===== src/sv/klock_pkg.sv =====
// Shared types, codes and reset constants for the keypad lock controller.
package klock_pkg;

  localparam int CODE_LENGTH_DEF = 4;
  localparam int KEY_IDX_W       = 3;
  localparam int TICK_W          = 16;
  localparam int SEC_W           = 4;
  localparam int CFG_IDX_W       = 3;

  localparam logic [TICK_W-1:0] TICK_MAX        = 16'hFFFF;
  localparam logic [SEC_W-1:0]  TIMEOUT_SECONDS = 4'd15;
  localparam logic [SEC_W-1:0]  WRONG_SECONDS   = 4'd10;

  localparam logic [31:0] SECRET_RST   = 32'd0;
  localparam logic [3:0]  TRY_LIMIT_RST = 4'd3;
  localparam logic [15:0] TIMEOUT_RST   = 16'd2000;
  localparam logic [9:0]  TPS_RST       = 10'd100;
  localparam logic [8:0]  APPROACH_RST  = 9'd10;
  localparam logic [8:0]  CLEAR_RST     = 9'd20;
  localparam logic [3:0]  ROUNDS_RST    = 4'd1;
  localparam logic [3:0]  AFTER_RST     = 4'd2;

  typedef enum logic [1:0] {
    MODE_IDLE  = 2'd0,
    MODE_ENTER = 2'd1,
    MODE_LOCK  = 2'd2,
    MODE_ALARM = 2'd3
  } mode_t;

  typedef enum logic [1:0] {
    OP_TICK  = 2'd0,
    OP_KEY   = 2'd1,
    OP_RANGE = 2'd2
  } op_t;

  typedef enum logic [CFG_IDX_W-1:0] {
    REG_SECRET   = 3'd0,
    REG_TRIES    = 3'd1,
    REG_TIMEOUT  = 3'd2,
    REG_TPS      = 3'd3,
    REG_APPROACH = 3'd4,
    REG_CLEAR    = 3'd5,
    REG_ROUNDS   = 3'd6,
    REG_AFTER    = 3'd7
  } reg_idx_t;

  typedef struct packed {
    logic [31:0] secret_code;
    logic [3:0]  try_limit;
    logic [15:0] key_timeout_ticks;
    logic [9:0]  ticks_per_second;
    logic [8:0]  approach_distance;
    logic [8:0]  clear_distance;
    logic [3:0]  lockout_rounds;
    logic [3:0]  rounds_after_alarm;
  } cfg_t;

  // one-cycle strobes, the cycle after a register write that also reloads a core counter
  typedef struct packed {
    logic load_tries;
    logic load_rounds;
  } cfg_load_t;

  typedef struct packed {
    logic [1:0]           mode;
    logic [KEY_IDX_W-1:0] keys_entered;
    logic [3:0]           tries_left;
    logic [SEC_W-1:0]     seconds_left;
    logic                 alarm_on;
    logic                 opened;
    logic                 wrong_code;
    logic                 timed_out;
  } result_t;

endpackage


===== src/sv/klock_cfg.sv =====
// Configuration register file of the keypad lock.
module klock_cfg (
  input  logic                               clk,
  input  logic                               rst,
  input  logic                               wr_en,
  input  logic [klock_pkg::CFG_IDX_W-1:0]    wr_index,
  input  logic [31:0]                        wr_data,
  output klock_pkg::cfg_t                    cfg,
  output klock_pkg::cfg_load_t               load
);

  always_ff @(posedge clk) begin
    if (rst) begin
      cfg.secret_code        <= klock_pkg::SECRET_RST;
      cfg.try_limit          <= klock_pkg::TRY_LIMIT_RST;
      cfg.key_timeout_ticks  <= klock_pkg::TIMEOUT_RST;
      cfg.ticks_per_second   <= klock_pkg::TPS_RST;
      cfg.approach_distance  <= klock_pkg::APPROACH_RST;
      cfg.clear_distance     <= klock_pkg::CLEAR_RST;
      cfg.lockout_rounds     <= klock_pkg::ROUNDS_RST;
      cfg.rounds_after_alarm <= klock_pkg::AFTER_RST;
    end else if (wr_en) begin
      case (klock_pkg::reg_idx_t'(wr_index))
        klock_pkg::REG_SECRET:   cfg.secret_code        <= wr_data;
        klock_pkg::REG_TRIES:    cfg.try_limit          <= wr_data[3:0];
        klock_pkg::REG_TIMEOUT:  cfg.key_timeout_ticks  <= wr_data[15:0];
        klock_pkg::REG_TPS:      cfg.ticks_per_second   <= wr_data[9:0];
        klock_pkg::REG_APPROACH: cfg.approach_distance  <= wr_data[8:0];
        klock_pkg::REG_CLEAR:    cfg.clear_distance     <= wr_data[8:0];
        klock_pkg::REG_ROUNDS:   cfg.lockout_rounds     <= wr_data[3:0];
        klock_pkg::REG_AFTER:    cfg.rounds_after_alarm <= wr_data[3:0];
        default: ;
      endcase
    end
  end

  // strobe trails the write so the core reloads from the updated register
  always_ff @(posedge clk) begin
    if (rst) begin
      load.load_tries  <= 1'b0;
      load.load_rounds <= 1'b0;
    end else begin
      load.load_tries  <= wr_en && (wr_index == klock_pkg::REG_TRIES);
      load.load_rounds <= wr_en && (wr_index == klock_pkg::REG_ROUNDS);
    end
  end

endmodule


===== src/sv/klock_core.sv =====
// Lock state registers and the per-word next-state logic.
module klock_core #(
  parameter int CODE_LENGTH = klock_pkg::CODE_LENGTH_DEF
) (
  input  logic                 clk,
  input  logic                 rst,
  input  logic                 go,
  input  logic [1:0]           opcode,
  input  logic [7:0]           key_code,
  input  logic [8:0]           range_cm,
  input  klock_pkg::cfg_t      cfg,
  input  klock_pkg::cfg_load_t load,
  output klock_pkg::result_t   res
);

  localparam int IDX_W = (CODE_LENGTH > 1) ? $clog2(CODE_LENGTH) : 1;
  localparam logic [klock_pkg::KEY_IDX_W-1:0] LAST_IDX =
    klock_pkg::KEY_IDX_W'(CODE_LENGTH - 1);

  klock_pkg::mode_t                   mode, mode_next;
  logic [klock_pkg::KEY_IDX_W-1:0]    key_index, key_index_next;
  logic [klock_pkg::TICK_W-1:0]       tick_count, tick_count_next, tick_inc;
  logic [3:0]                         tries, tries_next, tries_dec;
  logic [3:0]                         rounds, rounds_next;
  logic [klock_pkg::SEC_W-1:0]        seconds, seconds_next, seconds_dec;
  logic                               holding, holding_next;
  logic [7:0]                         keys [CODE_LENGTH];
  logic                               key_wr;
  logic                               match;
  logic                               opened, wrong, timed;
  logic [10:0]                        hold_ticks;

  // last key comes straight from the input word; earlier ones from storage
  always_comb begin
    logic [7:0] got;
    logic [7:0] want;
    match = 1'b1;
    for (int i = 0; i < CODE_LENGTH; i++) begin
      got  = (i == CODE_LENGTH - 1) ? key_code : keys[i];
      want = 8'(cfg.secret_code >> (8 * i));
      if (got != want) match = 1'b0;
    end
  end

  always_comb begin
    tick_inc    = (tick_count == klock_pkg::TICK_MAX) ? tick_count : tick_count + 1'b1;
    tries_dec   = (tries == 4'd0) ? 4'd0 : tries - 4'd1;
    seconds_dec = (seconds == '0) ? '0 : seconds - 1'b1;
    hold_ticks  = {cfg.ticks_per_second, 1'b0};

    mode_next       = mode;
    key_index_next  = key_index;
    tick_count_next = tick_count;
    tries_next      = tries;
    rounds_next     = rounds;
    seconds_next    = seconds;
    holding_next    = holding;
    key_wr          = 1'b0;
    opened          = 1'b0;
    wrong           = 1'b0;
    timed           = 1'b0;

    if (go) begin
      case (mode)
        klock_pkg::MODE_IDLE: begin
          if (opcode == klock_pkg::OP_RANGE && range_cm <= cfg.approach_distance) begin
            mode_next       = klock_pkg::MODE_ENTER;
            key_index_next  = '0;
            tick_count_next = '0;
          end
        end
        klock_pkg::MODE_ENTER: begin
          if (opcode == klock_pkg::OP_TICK) begin
            tick_count_next = tick_inc;
            if (tick_inc >= cfg.key_timeout_ticks) begin
              timed           = 1'b1;
              mode_next       = klock_pkg::MODE_LOCK;
              key_index_next  = '0;
              tick_count_next = '0;
              seconds_next    = klock_pkg::TIMEOUT_SECONDS;
            end
          end else if (opcode == klock_pkg::OP_KEY) begin
            key_wr          = 1'b1;
            tick_count_next = '0;
            if (key_index == LAST_IDX) begin
              key_index_next = '0;
              if (match) begin
                opened    = 1'b1;
                mode_next = klock_pkg::MODE_IDLE;
              end else begin
                wrong      = 1'b1;
                tries_next = tries_dec;
                if (tries_dec != 4'd0) begin
                  mode_next = klock_pkg::MODE_ENTER;
                end else if (rounds != 4'd0) begin
                  rounds_next  = rounds - 4'd1;
                  mode_next    = klock_pkg::MODE_LOCK;
                  seconds_next = klock_pkg::WRONG_SECONDS;
                end else begin
                  mode_next    = klock_pkg::MODE_ALARM;
                  holding_next = 1'b0;
                end
              end
            end else begin
              key_index_next = key_index + 1'b1;
            end
          end
        end
        klock_pkg::MODE_LOCK: begin
          if (opcode == klock_pkg::OP_TICK) begin
            tick_count_next = tick_inc;
            if (tick_inc >= 16'(cfg.ticks_per_second)) begin
              tick_count_next = '0;
              seconds_next    = seconds_dec;
              if (seconds_dec == '0) begin
                tries_next     = cfg.try_limit;
                mode_next      = klock_pkg::MODE_ENTER;
                key_index_next = '0;
              end
            end
          end
        end
        klock_pkg::MODE_ALARM: begin
          if (!holding) begin
            if (opcode == klock_pkg::OP_RANGE && range_cm > cfg.clear_distance) begin
              holding_next    = 1'b1;
              tick_count_next = '0;
            end
          end else if (opcode == klock_pkg::OP_TICK) begin
            tick_count_next = tick_inc;
            if (tick_inc >= 16'(hold_ticks)) begin
              holding_next    = 1'b0;
              tick_count_next = '0;
              rounds_next     = cfg.rounds_after_alarm;
              tries_next      = cfg.try_limit;
              mode_next       = klock_pkg::MODE_IDLE;
            end
          end
        end
        default: ;
      endcase
    end

    res.mode         = mode_next;
    res.keys_entered = key_index_next;
    res.tries_left   = tries_next;
    res.seconds_left = (mode_next == klock_pkg::MODE_LOCK) ? seconds_next : '0;
    res.alarm_on     = (mode_next == klock_pkg::MODE_ALARM);
    res.opened       = opened;
    res.wrong_code   = wrong;
    res.timed_out    = timed;
  end

  always_ff @(posedge clk) begin
    if (rst) begin
      mode       <= klock_pkg::MODE_IDLE;
      key_index  <= '0;
      tick_count <= '0;
      tries      <= klock_pkg::TRY_LIMIT_RST;
      rounds     <= klock_pkg::ROUNDS_RST;
      seconds    <= '0;
      holding    <= 1'b0;
    end else begin
      mode       <= mode_next;
      key_index  <= key_index_next;
      tick_count <= tick_count_next;
      seconds    <= seconds_next;
      holding    <= holding_next;
      // register writes must come only while idle (not enforced); a reload wins;
      // the strobe trails the write, so the register already holds the new value
      tries      <= load.load_tries  ? cfg.try_limit      : tries_next;
      rounds     <= load.load_rounds ? cfg.lockout_rounds : rounds_next;
    end
  end

  // key storage: no reset, every slot is written before it is compared
  always_ff @(posedge clk) begin
    if (key_wr) keys[key_index[IDX_W-1:0]] <= key_code;
  end

endmodule


===== src/sv/keypad_lock_with_lockout.sv =====
// Top level of the keypad combination lock with lockout and alarm.
//
// Lock controller fed one event word at a time (timer tick, key press or
// distance sample) on the input channel; every accepted word yields exactly
// one result word giving the lock state after that event plus the opened,
// wrong-code and timed-out pulses. Throughput is one word per clock while
// out_ready holds high. A word waits in the input register until the core's
// next-state logic updates the state and loads the output register, which
// then raises out_valid for its result word. The output register
// stalls on out_ready low while the input register can still take one more
// word. Configuration words go in over the cfg channel (always ready) and must
// be written while the lock is quiet; writing try_limit or lockout_rounds also
// reloads the live try or round counter in the cycle after the write.
// CODE_LENGTH sets how many keys make one entry.
module keypad_lock_with_lockout #(
  parameter int CODE_LENGTH = klock_pkg::CODE_LENGTH_DEF
) (
  input  logic        clk,
  input  logic        rst,
  // event words
  input  logic        in_valid,
  output logic        in_ready,
  input  logic [1:0]  opcode,
  input  logic [7:0]  key_code,
  input  logic [8:0]  range_cm,
  // result words
  output logic        out_valid,
  input  logic        out_ready,
  output logic [1:0]  mode,
  output logic [2:0]  keys_entered,
  output logic [3:0]  tries_left,
  output logic [3:0]  seconds_left,
  output logic        alarm_on,
  output logic        opened,
  output logic        wrong_code,
  output logic        timed_out,
  // configuration words
  input  logic        cfg_valid,
  output logic        cfg_ready,
  input  logic [2:0]  cfg_index,
  input  logic [31:0] cfg_data
);

  klock_pkg::cfg_t      cfg;
  klock_pkg::cfg_load_t load;
  klock_pkg::result_t   res_next;
  klock_pkg::result_t   res;

  // input register
  logic       in_full;
  logic [1:0] op_q;
  logic [7:0] key_q;
  logic [8:0] range_q;
  logic       go;

  // a held word moves on whenever the output register is free or draining
  assign go        = in_full && (!out_valid || out_ready);
  assign in_ready  = !in_full || go;
  assign cfg_ready = 1'b1;

  always_ff @(posedge clk) begin
    if (rst) begin
      in_full <= 1'b0;
    end else if (in_ready) begin
      in_full <= in_valid;
    end
  end

  always_ff @(posedge clk) begin
    if (in_valid && in_ready) begin
      op_q    <= opcode;
      key_q   <= key_code;
      range_q <= range_cm;
    end
  end

  klock_cfg u_cfg (
    .clk      (clk),
    .rst      (rst),
    .wr_en    (cfg_valid && cfg_ready),
    .wr_index (cfg_index),
    .wr_data  (cfg_data),
    .cfg      (cfg),
    .load     (load)
  );

  klock_core #(
    .CODE_LENGTH (CODE_LENGTH)
  ) u_core (
    .clk      (clk),
    .rst      (rst),
    .go       (go),
    .opcode   (op_q),
    .key_code (key_q),
    .range_cm (range_q),
    .cfg      (cfg),
    .load     (load),
    .res      (res_next)
  );

  // output register
  always_ff @(posedge clk) begin
    if (rst) begin
      out_valid <= 1'b0;
    end else if (go) begin
      out_valid <= 1'b1;
    end else if (out_ready) begin
      out_valid <= 1'b0;
    end
  end

  always_ff @(posedge clk) begin
    if (go) res <= res_next;
  end

  assign mode         = res.mode;
  assign keys_entered = res.keys_entered;
  assign tries_left   = res.tries_left;
  assign seconds_left = res.seconds_left;
  assign alarm_on     = res.alarm_on;
  assign opened       = res.opened;
  assign wrong_code   = res.wrong_code;
  assign timed_out    = res.timed_out;

endmodule


===== config.mk =====
export PLATFORM = sky130hd
export DESIGN_NAME = keypad_lock_with_lockout
export DESIGN_NICKNAME = d
export VERILOG_FILES = /design/src/sv/klock_pkg.sv /design/src/sv/klock_cfg.sv /design/src/sv/klock_core.sv /design/src/sv/keypad_lock_with_lockout.sv
export SDC_FILE = /design/constraint.sdc
export NUM_CORES = 1
export LEC_CHECK = 0
export BUFFER_PORTS_ARGS = -buffer_cell sky130_fd_sc_hd__buf_2
export CORE_UTILIZATION = 54
export CTS_CLUSTER_DIAMETER = 40
export DETAILED_ROUTE_END_ITERATION = 12
export PLACE_DENSITY_LB_ADDON = 0.05
export SLEW_MARGIN = 10
export SYNTH_ARGS = -nofsm -noshare
export SYNTH_HDL_FRONTEND = slang
export SYNTH_SLANG_ARGS = --single-unit

===== constraint.sdc =====
create_clock -name clk -period 4.3 [get_ports clk]
set_clock_uncertainty 0.2 [all_clocks]
set_input_delay 0 -clock clk [delete_from_list [all_inputs] [get_ports clk]]
set_output_delay 0 -clock clk [all_outputs]
set_load 0.005 [all_outputs]

==> impl_metrics.yaml <==
outcome:
  status: "finished clean"
worst_hold_path:
  min-delay-start: "range_cm[1]"
  hold_path_depth: 2
  worstHoldEndpoint: "range_q[1]$_DFFE_PP_"
  hp-class: "primary input to flip-flop"
placement:
  place_area_mm2: 0.0102
  gp_congestion: 0.920
  dp.cells: 1311
  io_buffers: 77
  hpwlAfterDp_mm: 16.9
global_route:
  grt-ovfl-total: 0
  grt_pass1_vias: 7755
  grt_start_max_net_pins: 74
  grt_usage_pct: 28.3
  grt_pass1_wl_mm: 39.1
  antenna_found_initial: 0
final_layout:
  nets: 1296
  areaGrowthSynthToFinish_pct: 23.3
  layout_common_cells: "nand2_1, dfxtp_1, a21oi_1"
  drive_above_1_share_pct: 16.4
  n_antenna_cell: 0
  fin_cells: 1405
  final_area_mm2: 0.0115
  fin_util_pct: 68.9
  layout_commonest_cell: "nand2_1"
critical_path:
  critPathSlowestCell: "or4_4"
  cp_slowest_stage_delay_ps: 500
  cpMostUsedCell: "and3_4"
  cp.arrival_ps: 4340
  critPathTopFamily: "simple AND/OR/NAND/NOR gates"
  reg2reg_slack_ps: 110
  reg2reg_depth: 16
  r2r-start: "u_core.tick_count[0]$_SDFFE_PP0P_"
  crit_required_ps: 4450
  critPathMaxFanout: 5
  critPathLaunchType: "flip-flop"
  crit_cells: 16
  crit_type: "flip-flop to flip-flop"
  r2r-end: "u_core.rounds[3]$_SDFFE_PP0P_"
  end_kind: "flip-flop"
  cp_cell_sequence: "ha_4 -> nand4_1 -> or4_4 -> and3_4 -> and3_4 -> and3_4 -> xor2_4 -> ha_4 -> nand4_1 -> nor2_1 -> a311oi_2 -> a211oi_2 -> a211oi_2 -> or4_4 -> a211o_1 -> a311oi_2"
  path_buf_inv: 0
timing:
  hold_viol_final: 0
  grt_setup_unrepaired: "true"
  layout_worst_path_cycle_share_pct: 97.5
  finalMaxSlewViolations: 0
  tightest_slew_ps: 1180
  setup_tns_ps: 0
  fmax_mhz: 239
  hold_slack_ps: 52.6
  setup_viol: 0
  fin_crit_ps: 4190
  relSlewSlack_pct: 21.4
floorplanning:
  design.core.area_mm2: 0.0167
  initial_core_util_pct: 55.9
  die_w_um: 133
  die_h_um: 133
  die_area_mm2: 0.0178
  pin_count: 79
  rows: 47
power_and_ir_drop:
  power_switching_share_pct: 25.7
  p_switching_mw: 0.949
  power.leakage_nw: 4.70
  irDropWorstVdd_mv: 0.414
  p_per_area_mw_per_mm2: 321
  share_comb_of_total_power_pct: 7.3
  p_seq_share_pct: 50.8
  p_clk_share_pct: 41.9
  internal_power_mw: 2.74
route:
  ant_nets: 0
  wire_per_inst_um: 17.3
  routed-via-count: 7916
  dr.pass1.iters: 7
  drt_iter0_drc: 521
  drc: 0
  wl_mm: 24.3
  vias_per_cell: 5.63
clocking:
  clk_path_buf_depth: 2
  clk_pin_slew_worst_paths_ps: 80
  clock-root-buffer: "clkbuf_16"
  clkLatencyLatePin_ps: 450
  cts_tree: "yes"
  ctsHtreeMaxLevel: 4
  clock-sinks: 186
  cts_buffers: 17
synthesis:
  synth_top_flop_cell: "dfxtp_1"
  netlist_area_mm2: 0.00933
  synthesis.nets: 1137
  syn_avg_cell_area_um2: 9.21
  syn_inst: 1013
  synth_seq_cells: 186
  async_flop_share_pct: 0
  post-synth-top-area-cell: "dfxtp_1"
  yosysWarnings: 0
  synth_edf_count: 60
  synth_cell_types: 68
  synth_top_area_share_pct: 27.0
  synth.area.top_cells: "dfxtp_1, edfxtp_1, ha_1"
  yosysSeqAreaShare_pct: 46.3
job:
  cap_violations: 0
-- per-stage QoR --
stage               worst slack, ps  power, mW
floorplan                     -58.8       2.04
global placement              -42.9       2.13
detailed placement             -120       2.14
CTS                            37.3       3.70
global route                  -85.7       3.80
finish                          107       3.69
-- metal layers --
| layer | vias to the layer above | share of wire, % | wire (µm) | track usage (%) |
|---|---|---|---|---|
| li1 | 3895 | - | - | - |
| met1 | 3764 | 45 | 10900 | 36.3 |
| met2 | 220 | 48 | 11800 | 47.9 |
| met3 | 37 | 5.0 | 1220 | 6.16 |
| met4 | 0 | 1.7 | 411 | 8.33 |
| met5 | - | 0 | 0 | 0 |
-- kinds of logic (layout without fill, tap and decap cells) --
logic type / count (synthesis) / in the layout / share of synthesized area [%]
AOI/OAI and AO/OA: 222 / 222 / 15.6
xor gates and xnor gates: 46 / 46 / 4.32
adders and majority gates: 65 / 65 / 8.72
buffers and inverters: 112 / 284 / 4.60
DFF: 186 / 186 / 46.3
muxes: 21 / 21 / 2.32
other: 1 / 1 / 0.0402
and+or+nand+nor: 360 / 360 / 18.1
-- state kept, by name (all words and copies together) (netlist names), 2 cells and up --
signal / cells
u_cfg.load: 2
u_core.seconds: 4
u_core.mode: 2
range_q: 9
u_core.key_index: 3
key_q: 8
keys_entered: 3
op_q: 2
mode: 2
u_core.tries: 4
u_cfg.cfg: 88
u_core.keys: 24
u_core.tick_count: 16
seconds_left: 4
u_core.rounds: 4
tries_left: 4
-- cells in the mapped netlist (3+ instances only) --
library cell and number:
a211o_1 3, a211oi_1 8, a21o_1 5, a21oi_1 93, a221o_1 4, a22o_1 16
a31oi_1 6, and2_1 10, and3_1 9, buf_2 4, clkbuf_1 36, dfxtp_1 126
edfxtp_1 60, ha_1 65, inv_1 71, mux2i_1 19, nand2_1 182, nand2b_1 8
nand3_1 17, nand4_1 12, nor2_1 56, nor2b_1 7, nor3_1 19, nor3b_1 3
nor4_1 14, o2111ai_1 4, o211ai_1 19, o21a_1 9, o21ai_0 25, or2_2 3
or3_1 6, or4_1 4, xnor2_1 9, xor2_1 37
-- layout make-up --
cell class / instances / area, µm²
Sequential cell: 186 / 4330
Multi-Input combinational cell: 715 / 4730
Clock inverter: 15 / 156
Clock buffer: 17 / 425
Timing Repair Buffer: 181 / 1310
Fill cell: 1347 / 5200
Tap cell: 220 / 275
Inverter: 71 / 267
-- repair_timing --
item	CTS	global route
buffers inserted	1	2
endpoints found under the setup margin	30	37
gates resized for setup	6	17
hold endpoints to repair	121	0
hold buffers	59	0
pin swaps	5	14
-- worst max-delay path by stage --
stage                                            from                             to  slack (ps)
floorplan           u_core.tick_count[1]$_SDFFE_PP0P_  u_core.rounds[3]$_SDFFE_PP0P_         -60
global placement    u_core.tick_count[0]$_SDFFE_PP0P_     u_core.tries[1]$_SDFF_PP1_         -40
detailed placement  u_core.tick_count[0]$_SDFFE_PP0P_     u_core.tries[1]$_SDFF_PP1_        -120
CTS                 u_core.tick_count[7]$_SDFFE_PP0P_     u_core.tries[2]$_SDFF_PP0_          40
global route        u_core.tick_count[0]$_SDFFE_PP0P_  u_core.rounds[3]$_SDFFE_PP0P_         -90
finish              u_core.tick_count[0]$_SDFFE_PP0P_  u_core.rounds[3]$_SDFFE_PP0P_         110
-- power by group through the flow --
| stage | combinational [mW] | clock (mW) | sequential, mW |
|---|---|---|---|
| 6_report | 0.269 | 1.55 | 1.87 |
| 5_1_grt | 0.296 | 1.62 | 1.88 |
| 2_1_floorplan | 0.131 | 0 | 1.91 |
| 3_3_place_gp | 0.219 | 0 | 1.91 |
| 3_5_place_dp | 0.222 | 0 | 1.92 |
| 4_1_cts | 0.265 | 1.56 | 1.87 |
Note: power is estimated with default switching activity, not from simulation.
